==> config.mk <==
export PLATFORM = sky130hd
export DESIGN_NAME = pffl_fsm
export DESIGN_NICKNAME = d
export VERILOG_FILES = /design/src/pffl_pkg.sv /design/src/pffl_fsm.sv
export SDC_FILE = /design/constraint.sdc
export NUM_CORES = 1
export LEC_CHECK = 0
export BUFFER_PORTS_ARGS = -buffer_cell sky130_fd_sc_hd__clkbuf_2
export CORE_AREA = 5 5 42 44
export CTS_BUF_LIST = sky130_fd_sc_hd__clkbuf_4 sky130_fd_sc_hd__clkbuf_8 sky130_fd_sc_hd__clkbuf_16
export CTS_CLUSTER_DIAMETER = 150
export DETAILED_ROUTE_END_ITERATION = 16
export DIE_AREA = 0 0 47 49
export PLACE_DENSITY = 0.63
export RECOVER_POWER = 100
export SYNTH_ARGS = -nofsm -noshare
export SYNTH_HDL_FRONTEND = slang
export SYNTH_SLANG_ARGS = --single-unit
==> constraint.sdc <==
create_clock -name clk -period 1.44 [get_ports clk]
set_input_delay 0.216 -clock clk [delete_from_list [all_inputs] [get_ports clk]]
set_output_delay 0.216 -clock clk [all_outputs]
set_load 0.02 [all_outputs]
==> src/pffl_pkg.sv <==
// ----------------------------------------------------------------------------
// pffl_pkg
// Types, constants and codes shared by the page frame free list allocator.
// ----------------------------------------------------------------------------
package pffl_pkg;

  // default geometry
  localparam int NUM_PAGES_DEF = 4096;
  localparam int PAGE_SIZE_DEF = 4096;

  // fixed field widths
  localparam int ADDR_W = 48;
  localparam int BASE_W = 36;
  localparam int CNT_W  = 13;
  localparam int CFG_W  = 36;

  // request modes
  typedef enum logic [1:0] {
    MODE_ALLOC = 2'd0,
    MODE_FREE  = 2'd1,
    MODE_BUILD = 2'd2,
    MODE_RSVD  = 2'd3
  } mode_t;

  // result status codes
  typedef enum logic [1:0] {
    ST_OK     = 2'd0,
    ST_EMPTY  = 2'd1,
    ST_REGION = 2'd2,
    ST_RSVD   = 2'd3
  } status_t;

  // configuration register indexes
  typedef enum logic {
    REG_BASE_PAGE = 1'b0,
    REG_PAGES     = 1'b1
  } cfg_reg_t;

  // sequencer states
  typedef enum logic [3:0] {
    S_IDLE,
    S_POP,
    S_CHECK,
    S_WALK,
    S_LOAD,
    S_LINK,
    S_PREV,
    S_BUILD,
    S_DONE
  } state_t;

  typedef struct packed {
    mode_t              mode;
    logic [ADDR_W-1:0]  page_address;
  } req_t;

  typedef struct packed {
    logic [ADDR_W-1:0]  alloc_address;
    status_t            status;
    logic [CNT_W-1:0]   free_pages;
  } rsp_t;

  // datapath conditions seen by the sequencer
  typedef struct packed {
    logic head_nil;
    logic out_region;
    logic walk_go;
    logic need_link;
    logic build_more;
  } cond_t;

  // sequencer strobes to the datapath
  typedef struct packed {
    logic busy;
    logic accept;
    logic rd_head;
    logic pop;
    logic check;
    logic step_rd;
    logic step_ld;
    logic wr_link;
    logic ins;
    logic build_wr;
    logic build_end;
    logic done;
  } ctrl_t;

endpackage

==> src/pffl_fsm.sv <==
// ----------------------------------------------------------------------------
// pffl_fsm
// Sequencer for allocate, free (sorted list walk) and rebuild requests.
// ----------------------------------------------------------------------------
module pffl_fsm
  import pffl_pkg::*;
(
  input  logic  clk,
  input  logic  rst,
  input  logic  start,
  input  mode_t mode,
  input  cond_t cond,
  output ctrl_t ctrl
);

  state_t state, state_next;

  // state register
  always_ff @(posedge clk) begin
    if (rst) begin
      state <= S_IDLE;
    end else begin
      state <= state_next;
    end
  end

  // next state
  always_comb begin
    state_next = state;
    unique case (state)
      S_IDLE: begin
        if (start) begin
          unique case (mode)
            MODE_ALLOC: state_next = cond.head_nil ? S_DONE : S_POP;
            MODE_FREE:  state_next = S_CHECK;
            MODE_BUILD: state_next = S_BUILD;
            MODE_RSVD:  state_next = S_DONE;
            default:    state_next = S_DONE;
          endcase
        end
      end
      S_POP:   state_next = S_DONE;
      S_CHECK: state_next = cond.out_region ? S_DONE : S_WALK;
      S_WALK: begin
        if (cond.walk_go) begin
          state_next = S_LOAD;
        end else if (cond.need_link) begin
          state_next = S_LINK;
        end else begin
          state_next = S_DONE;
        end
      end
      S_LOAD:  state_next = S_WALK;
      S_LINK:  state_next = S_PREV;
      S_PREV:  state_next = S_DONE;
      S_BUILD: state_next = cond.build_more ? S_BUILD : S_DONE;
      S_DONE:  state_next = S_IDLE;
      default: state_next = S_IDLE;
    endcase
  end

  // control strobes
  always_comb begin
    ctrl           = '0;
    ctrl.busy      = (state != S_IDLE);
    ctrl.accept    = (state == S_IDLE) && start;
    ctrl.rd_head   = ctrl.accept && (mode == MODE_ALLOC) && !cond.head_nil;
    ctrl.pop       = (state == S_POP);
    ctrl.check     = (state == S_CHECK);
    ctrl.step_rd   = (state == S_WALK) && cond.walk_go;
    ctrl.step_ld   = (state == S_LOAD);
    ctrl.wr_link   = (state == S_LINK);
    ctrl.ins       = (state == S_PREV);
    ctrl.build_wr  = (state == S_BUILD) && cond.build_more;
    ctrl.build_end = (state == S_BUILD) && !cond.build_more;
    ctrl.done      = (state == S_DONE);
  end

endmodule

* Word level (Yosys, flattened, before mapping) *
Cells that the tools add are included.

word-level totals
  bits of input ports = 10
  flip-flop bits (word level) = 4
  output and inout bits = 12

operators by class
  mux-type cells = 8
  equal/unequal tests = 12
  reduce and logical (&&, ||, !) cells = 12

operators by type and width
  cell                  number
  $pmux W4 S7           1
  $mux W4               6
  $eq A4 B3 Y1 const B  4
  $pmux W4 S4           1
  $eq A4 B2 Y1 const B  2
  $logic_and A1 B1 Y1   6
  $eq A2 B2 Y1 const B  2
  $eq A4 B1 Y1 const B  1
  $eq A4 B4 Y1 const B  1
  $logic_not A4 Y1      1
  $reduce_bool A4 Y1    1
  $eq A2 B1 Y1 const B  1
  $logic_not A1 Y1      2
  $logic_not A2 Y1      1
  $ne A2 B2 Y1 const B  1
  $reduce_or A2 Y1      1

* Depth between registers and ports, before layout *
Gate-level depths: netlist (run 1).

  depth after elaboration = 4
  depth in mapped cells = 6
  gate-level depth less buffers = 6

* Worst setup path after synthesis (run 1) *
No wires, ideal clock.

  path kind = register to output
  start = register state[1]
  end = output port ctrl[9] in the netlist's numbering
  slack = -186 ps
  required time = 1,224 ps
  cell stages (with the launch flop) = 6
  buffers on the path = 1
  data arrival time = 1,410 ps
  cell sequence = dfxtp_1 -> buf_6 -> nor4_4 -> inv_2 -> nor2_2 -> and3b_1

RTL lines
  what                    RTL line        text
  from (decl)             pffl_fsm.sv:16  state_t state, state_next;
  from (signal assigned)  pffl_fsm.sv:23  state <= state_next;
  to (decl)               pffl_fsm.sv:13  output ctrl_t ctrl

==> results of run 1 <==
cell usage after synthesis:
master and n:
sky130_fd_sc_hd__nor3_1 7, sky130_fd_sc_hd__nand2_1 3, sky130_fd_sc_hd__nand3_1 1, sky130_fd_sc_hd__a31oi_1 2, sky130_fd_sc_hd__nor2b_1 1, sky130_fd_sc_hd__o21ai_1 1, sky130_fd_sc_hd__nor4_4 1, sky130_fd_sc_hd__dfxtp_1 4
sky130_fd_sc_hd__inv_2 1, sky130_fd_sc_hd__a21oi_1 3, sky130_fd_sc_hd__and2_1 2, sky130_fd_sc_hd__nand3b_1 1, sky130_fd_sc_hd__o21ai_0 2, sky130_fd_sc_hd__ha_1 3, sky130_fd_sc_hd__inv_1 5, sky130_fd_sc_hd__o211ai_1 1
sky130_fd_sc_hd__buf_6 1, sky130_fd_sc_hd__a221oi_1 1, sky130_fd_sc_hd__nor2_2 2, sky130_fd_sc_hd__nor2_1 6, sky130_fd_sc_hd__a22oi_1 1, sky130_fd_sc_hd__buf_2 2, sky130_fd_sc_hd__or2b_1 1, sky130_fd_sc_hd__nor3_2 2
sky130_fd_sc_hd__nand2b_1 2, sky130_fd_sc_hd__and3b_1 2, sky130_fd_sc_hd__a211o_1 1
metal layers:
metal | vias to the layer above | share of wire
li1 | 268 | -
met1 | 235 | 0.40
met2 | 14 | 0.55
met3 | 0 | 0.042
met4 | 0 | 0
met5 | - | 0
final cells by class:
cell class / instances / area, µm² / share of cell area
Multi-Input combinational cell: 46 / 332 / 0.475
Timing Repair Buffer: 31 / 213 / 0.305
Sequential cell: 4 / 88.8 / 0.127
Clock buffer: 3 / 22.5 / 0.0323
Inverter: 6 / 22.5 / 0.0323
Tap cell: 16 / 20.0 / 0.0287
per-stage QoR:
step	hold WS, ns	area (µm²)	std cells
final	0.289	698	106
after floorplan	0.396	434	59
after global routing	0.278	698	106
after global placement	0.536	576	98
after detailed placement	0.542	576	98
after CTS	0.287	651	104
critical path: stages, from the launching register on:
cell,delay (ns)
sky130_fd_sc_hd__dfxtp_2,0.33
sky130_fd_sc_hd__nor4_4,0.30
sky130_fd_sc_hd__inv_2,0.08
sky130_fd_sc_hd__nor2_4,0.09
sky130_fd_sc_hd__and3b_2,0.19
sky130_fd_sc_hd__clkbuf_8,0.14
power by group:
| group | total, mW | internal, mW | switching [mW] |
|---|---|---|---|
| Clock | 0.135 | 0.0930 | 0.0423 |
| Sequential | 0.153 | 0.129 | 0.0239 |
| Combinational | 0.393 | 0.194 | 0.200 |
| Total | 0.682 | 0.416 | 0.266 |
timing repair:
action	in CTS	in global routing
pin swaps	3	2
setup buffers	3	2
endpoints found under the setup margin	8	10
gates resized for setup	10	18
kinds of logic (layout without fill, tap and decap cells):
kind of cell / after synthesis / in the layout / synth area share
simple gates: 31 / 31 / 0.447
compound gates: 12 / 12 / 0.175
flops: 4 / 4 / 0.187
fa+ha+maj: 3 / 3 / 0.0877
buf+inv: 9 / 40 / 0.102
how the worst max path moves through the flow:
| stage | to | from | slack, ns | cells after the start |
|---|---|---|---|---|
| after floorplan | ctrl[9] | state[1]$_SDFFE_PP0P_ | -0.09 | 5 |
| after global placement | ctrl[9] | state[1]$_SDFFE_PP0P_ | 0.09 | 5 |
| after detailed placement | ctrl[9] | state[2]$_SDFFE_PP0P_ | 0.07 | 5 |
| after CTS | ctrl[9] | state[1]$_SDFFE_PP0P_ | -0.15 | 5 |
| after global routing | ctrl[9] | state[1]$_SDFFE_PP0P_ | -0.25 | 5 |
| final | ctrl[9] | state[1]$_SDFFE_PP0P_ | -0.14 | 5 |
==> results.py, run 1 <==
metrics = {
    "status": {
        "result_of_the_run": "complete, but fails checks",
        "violations": "setup timing",
    },
    "worst_hold_path": {
        "hold_path_depth": 3,
        "timing.hold.worst_endpoint": "state[0]$_SDFFE_PP0P_",
        "worst_hold_startpoint": "cond[1]",
        "min_delay_path_class": "in2reg",
    },
    "pwr": {
        "power-per-cell-area_nw_per_um2": 977,
        "vdd_drop_max_v": 0.000545,
        "total_power_mw": 0.682,
        "p_leak_nw": 0.347,
    },
    "synthesis": {
        "synth_fp_nets": 72,
        "yosysWarnings": 0,
        "syn-instance-count": 59,
        "synth.area.top_cells": "sky130_fd_sc_hd__dfxtp_1, sky130_fd_sc_hd__ha_1, sky130_fd_sc_hd__nor3_1",
        "syn_avg_cell_area_um2": 7.25,
        "post_synth_instance_area_um2": 428,
        "synth_sequential_area_ratio": 0.187,
        "ys_seq_elements": 4,
        "synth_top_area_share": 0.187,
        "synth_cell_types": 27,
        "synthDominantAreaCellType": "sky130_fd_sc_hd__dfxtp_1",
    },
    "critical_path": {
        "crit_path_start_kind": "flip-flop",
        "worst-setup-path-type": "reg2out",
        "regToRegSetupSlack_ns": 0.07,
        "worstPathRequired_ns": 1.22,
        "worst_r2r_endpoint": "state[3]$_SDFFE_PP0P_",
        "timing.critical_path.fanout_max": 5,
        "critPathArrivalTime_ns": 1.36,
        "r2r.worst_path.cells": 6,
        "worstReg2RegStart": "state[3]$_SDFFE_PP0P_",
        "cp-end-kind": "output pin",
    },
    "cts": {
        "clock_edge_transition_at_the_registers_on_the_reported_setup_and_hold_paths_ns": 0.03,
        "tritoncts_num_sinks": 4,
        "tritoncts_clock_tree": "built",
        "clk_latency_ns": 0.23,
        "cts-buffers-inserted": 3,
        "postCtsHoldBufs": 0,
        "htree_levels": 1,
        "root_buffer": "sky130_fd_sc_hd__clkbuf_4",
        "cts-root-to-sink-buffers": 2,
    },
    "timing": {
        "final_hold_viol_count": 0,
        "worst_slack_ns": -0.139,
        "period_minus_slack_ns": 1.58,
        "setup_tns_ns": -0.211,
        "grt_setup_unrepaired": "yes",
        "clock-skew-final_ns": 0.00264,
        "timing.final.setup_violations": 3,
        "max_slew.worst_pin.slew_ns": 0.236,
        "fin_max_slew_vios": 0,
        "timing.final.crit_share": 1.10,
        "relSlewSlack": 0.841,
        "max_freq_mhz": 633,
    },
    "detailed_routing": {
        "detail_route.first_pass.iterations": 4,
        "antenna_violating_nets_post_route": 0,
        "routed_via_density": 4.88,
        "avgRoutedWirePerCell_um": 11.7,
        "drc_errors": 0,
        "finalWirelength_um": 1240,
        "via_count": 517,
        "violation_count_after_the_first_detailed_route_iteration": 8,
    },
    "grt": {
        "antenna_violations_before_repair": 0,
        "grtUsageMet2": 0.195,
        "grt_pass1_wl_um": 1970,
        "busiest_layer": "met2",
        "global_route.usage.met3": 0.0443,
        "grt_pass1_vias": 480,
        "grt_max_degree": 12,
        "globalRoute.totalOverflow": 0,
        "grtUsageTotal": 0.121,
        "gr-usage-met1": 0.136,
    },
    "place": {
        "detailedPlace.worstSlack_ns": 0.0668,
        "port_buffers": 21,
        "dpl_wire_length_um": 998,
        "gp_congestion": 0.744,
    },
    "layout": {
        "fin_util": 0.498,
        "mostFrequentLayoutCells": "sky130_fd_sc_hd__clkbuf_2, sky130_fd_sc_hd__buf_4, sky130_fd_sc_hd__nor2_1",
        "fin_nets": 105,
        "largest_reg_flops": 4,
        "largest_registers": "state: 4 flops",
        "layout_commonest_cell": "sky130_fd_sc_hd__clkbuf_2",
        "diodes": 0,
        "layout_stage_area_growth_over_the_synthesis_result_pct": 63.2,
        "max_flop_register": "state",
        "fill_cells": 157,
        "final_layout_size_suffix_gt1_frac": 0.533,
    },
    "die": {
        "dieWidth_um": 47,
        "die_area_um2": 2300,
        "boundaryPins": 22,
        "initial_standard_cell_utilization_of_the_core": 0.305,
        "row_count": 14,
        "fp.coreArea_um2": 1400,
        "die_y_um": 49,
    },
    "run": {
        "cap_violations": 0,
    },
}
No activity file was read; power rests on OpenSTA's default activity.
==> inputs of run 2 (changes only) <==
--- a/config.mk
+++ b/config.mk
@@ -6,12 +6,14 @@
 export NUM_CORES = 1
 export LEC_CHECK = 0
 export BUFFER_PORTS_ARGS = -buffer_cell sky130_fd_sc_hd__clkbuf_2
-export CORE_AREA = 5 5 42 44
+export CELL_PAD_IN_SITES_DETAIL_PLACEMENT = 0
+export CELL_PAD_IN_SITES_GLOBAL_PLACEMENT = 1
+export CORE_MARGIN = 5
+export CORE_UTILIZATION = 28
 export CTS_BUF_LIST = sky130_fd_sc_hd__clkbuf_4 sky130_fd_sc_hd__clkbuf_8 sky130_fd_sc_hd__clkbuf_16
 export CTS_CLUSTER_DIAMETER = 150
 export DETAILED_ROUTE_END_ITERATION = 16
-export DIE_AREA = 0 0 47 49
-export PLACE_DENSITY = 0.63
+export PLACE_DENSITY = 0.77
 export RECOVER_POWER = 100
 export SYNTH_ARGS = -nofsm -noshare
 export SYNTH_HDL_FRONTEND = slang
==> results.py, run 2 (synthesized netlist as in run 1, its figures left out) <==
metrics = {
    "grt": {
        "grtUsageTotal": 0.117,
        "grt_pass1_wl_um": 2210,
        "globalRoute.totalOverflow": 0,
        "antenna_violations_before_repair": 0,
        "grt_max_degree": 11,
        "grt_pass1_vias": 526,
    },
    "cts": {
        "clock_edge_transition_at_the_registers_on_the_reported_setup_and_hold_paths_ns": 0.04,
        "cts-buffers-inserted": 3,
        "tritoncts_clock_tree": "built",
        "cts-root-to-sink-buffers": 2,
        "tritoncts_num_sinks": 4,
        "root_buffer": "sky130_fd_sc_hd__clkbuf_4",
        "htree_levels": 1,
        "clk_latency_ns": 0.24,
        "postCtsHoldBufs": 0,
    },
    "pwr": {
        "p_leak_nw": 0.355,
        "power-per-cell-area_nw_per_um2": 974,
        "vdd_drop_max_v": 0.000446,
    },
    "critical_path": {
        "timing.critical_path.fanout_max": 3,
        "worst-setup-path-type": "reg2out",
        "cp-end-kind": "output pin",
        "critPathArrivalTime_ns": 1.33,
        "worstPathRequired_ns": 1.22,
        "crit_path_start_kind": "flip-flop",
    },
    "timing": {
        "worst_slack_ns": -0.104,
        "period_minus_slack_ns": 1.54,
        "fin_max_slew_vios": 0,
        "max_freq_mhz": 648,
        "max_slew.worst_pin.slew_ns": 0.242,
        "clock-skew-final_ns": 0.00429,
        "setup_tns_ns": -0.156,
        "grt_setup_unrepaired": "yes",
        "timing.final.crit_share": 1.07,
        "relSlewSlack": 0.837,
        "final_hold_viol_count": 0,
        "hold-worst-slack_ns": 0.275,
        "timing.final.setup_violations": 2,
    },
    "detailed_routing": {
        "via_count": 513,
        "antenna_violating_nets_post_route": 0,
        "violation_count_after_the_first_detailed_route_iteration": 5,
        "avgRoutedWirePerCell_um": 11.7,
        "drc_errors": 0,
        "detail_route.first_pass.iterations": 4,
        "finalWirelength_um": 1220,
        "routed_via_density": 4.89,
    },
    "die": {
        "die_y_um": 49.1,
        "row_count": 14,
        "boundaryPins": 22,
        "die_area_um2": 2410,
        "fp.coreArea_um2": 1470,
        "initial_standard_cell_utilization_of_the_core": 0.291,
        "dieWidth_um": 49.1,
    },
    "layout": {
        "layout_commonest_cell": "sky130_fd_sc_hd__clkbuf_2",
        "fin_nets": 104,
        "final_cell_count_no_fill": 105,
        "largest_registers": "state: 4 flops",
        "final_layout_size_suffix_gt1_frac": 0.596,
        "largest_reg_flops": 4,
        "mostFrequentLayoutCells": "sky130_fd_sc_hd__clkbuf_2, sky130_fd_sc_hd__buf_4, sky130_fd_sc_hd__inv_1, sky130_fd_sc_hd__nor2_1",
        "diodes": 0,
        "layout_stage_area_growth_over_the_synthesis_result_pct": 74.0,
        "max_flop_register": "state",
    },
    "status": {
        "violations": "setup timing",
        "result_of_the_run": "complete, but fails checks",
    },
    "place": {
        "dpl_wire_length_um": 956,
        "port_buffers": 21,
        "gp_congestion": 0.777,
        "place.detailed.instances": 98,
    },
    "run": {
        "cap_violations": 0,
    },
    "worst_hold_path": {
        "min_delay_path_class": "in2reg",
    },
}
[run 2: repair_timing]
| item | in CTS | in global routing |
|---|---|---|
| pin swaps | 2 | 3 |
| gates resized for setup | 23 | 20 |
| setup endpoints to repair | 11 | 11 |
| setup buffers | 2 | 2 |
| cloned | 0 | 0 |
[run 2: cell type report]
type                    instances  area, µm²
clock buffers                   3       22.5
inverters                       6       22.5
repair buffers                 30        215
fillers                       161        727
multi-input cells              46        379
flip-flops and latches          4       85.1
well taps                      16       20.0
[run 2: per-stage QoR]
stage                      util  setup slack, ns  instance area, µm²  power [mW]
after CTS                 0.472           -0.155                 694       0.704
final                     0.506           -0.104                 744       0.725
after global routing      0.506           -0.191                 744       0.789
after floorplan               -          -0.0880                 434       0.373
after detailed placement  0.391           0.0791                 576       0.480
after global placement    0.391            0.116                 576       0.479
[run 2: critical path: stages (launching register included)]
cell	delay (ns)
sky130_fd_sc_hd__dfxtp_2	0.33
sky130_fd_sc_hd__nor4_4	0.30
sky130_fd_sc_hd__inv_2	0.08
sky130_fd_sc_hd__nor2_4	0.08
sky130_fd_sc_hd__and3b_2	0.19
sky130_fd_sc_hd__buf_8	0.11
[run 2: path summary, 6_finish.rpt]
| check | startpoint | to | slack (ns) | cells after the start |
|---|---|---|---|---|
| setup / recovery | state[1]$_SDFFE_PP0P_ | ctrl[9] | -0.10 | 5 |
| hold / removal | cond[1] | state[0]$_SDFFE_PP0P_ | 0.28 | 3 |
| setup reg to reg | state[1]$_SDFFE_PP0P_ | state[0]$_SDFFE_PP0P_ | 0.08 | 6 |
| hold reg to reg | state[2]$_SDFFE_PP0P_ | state[3]$_SDFFE_PP0P_ | 0.67 | 3 |
[run 2: power by group]
group	internal, mW	switching, mW	total [mW]	leakage [nW]
logic	0.208	0.220	0.428	0.306
registers	0.131	0.0271	0.158	0.0344
clock network	0.0932	0.0464	0.140	0.0138
[run 2: layer usage]
layer,up-vias,GRT usage,wire [µm],share of wire
met3,2,0.0581,77,0.063
met2,13,0.182,640,0.52
met5,-,0,0,0
met1,233,0.122,498,0.41
met4,0,0.0762,7,0.0057
li1,265,-,-,-
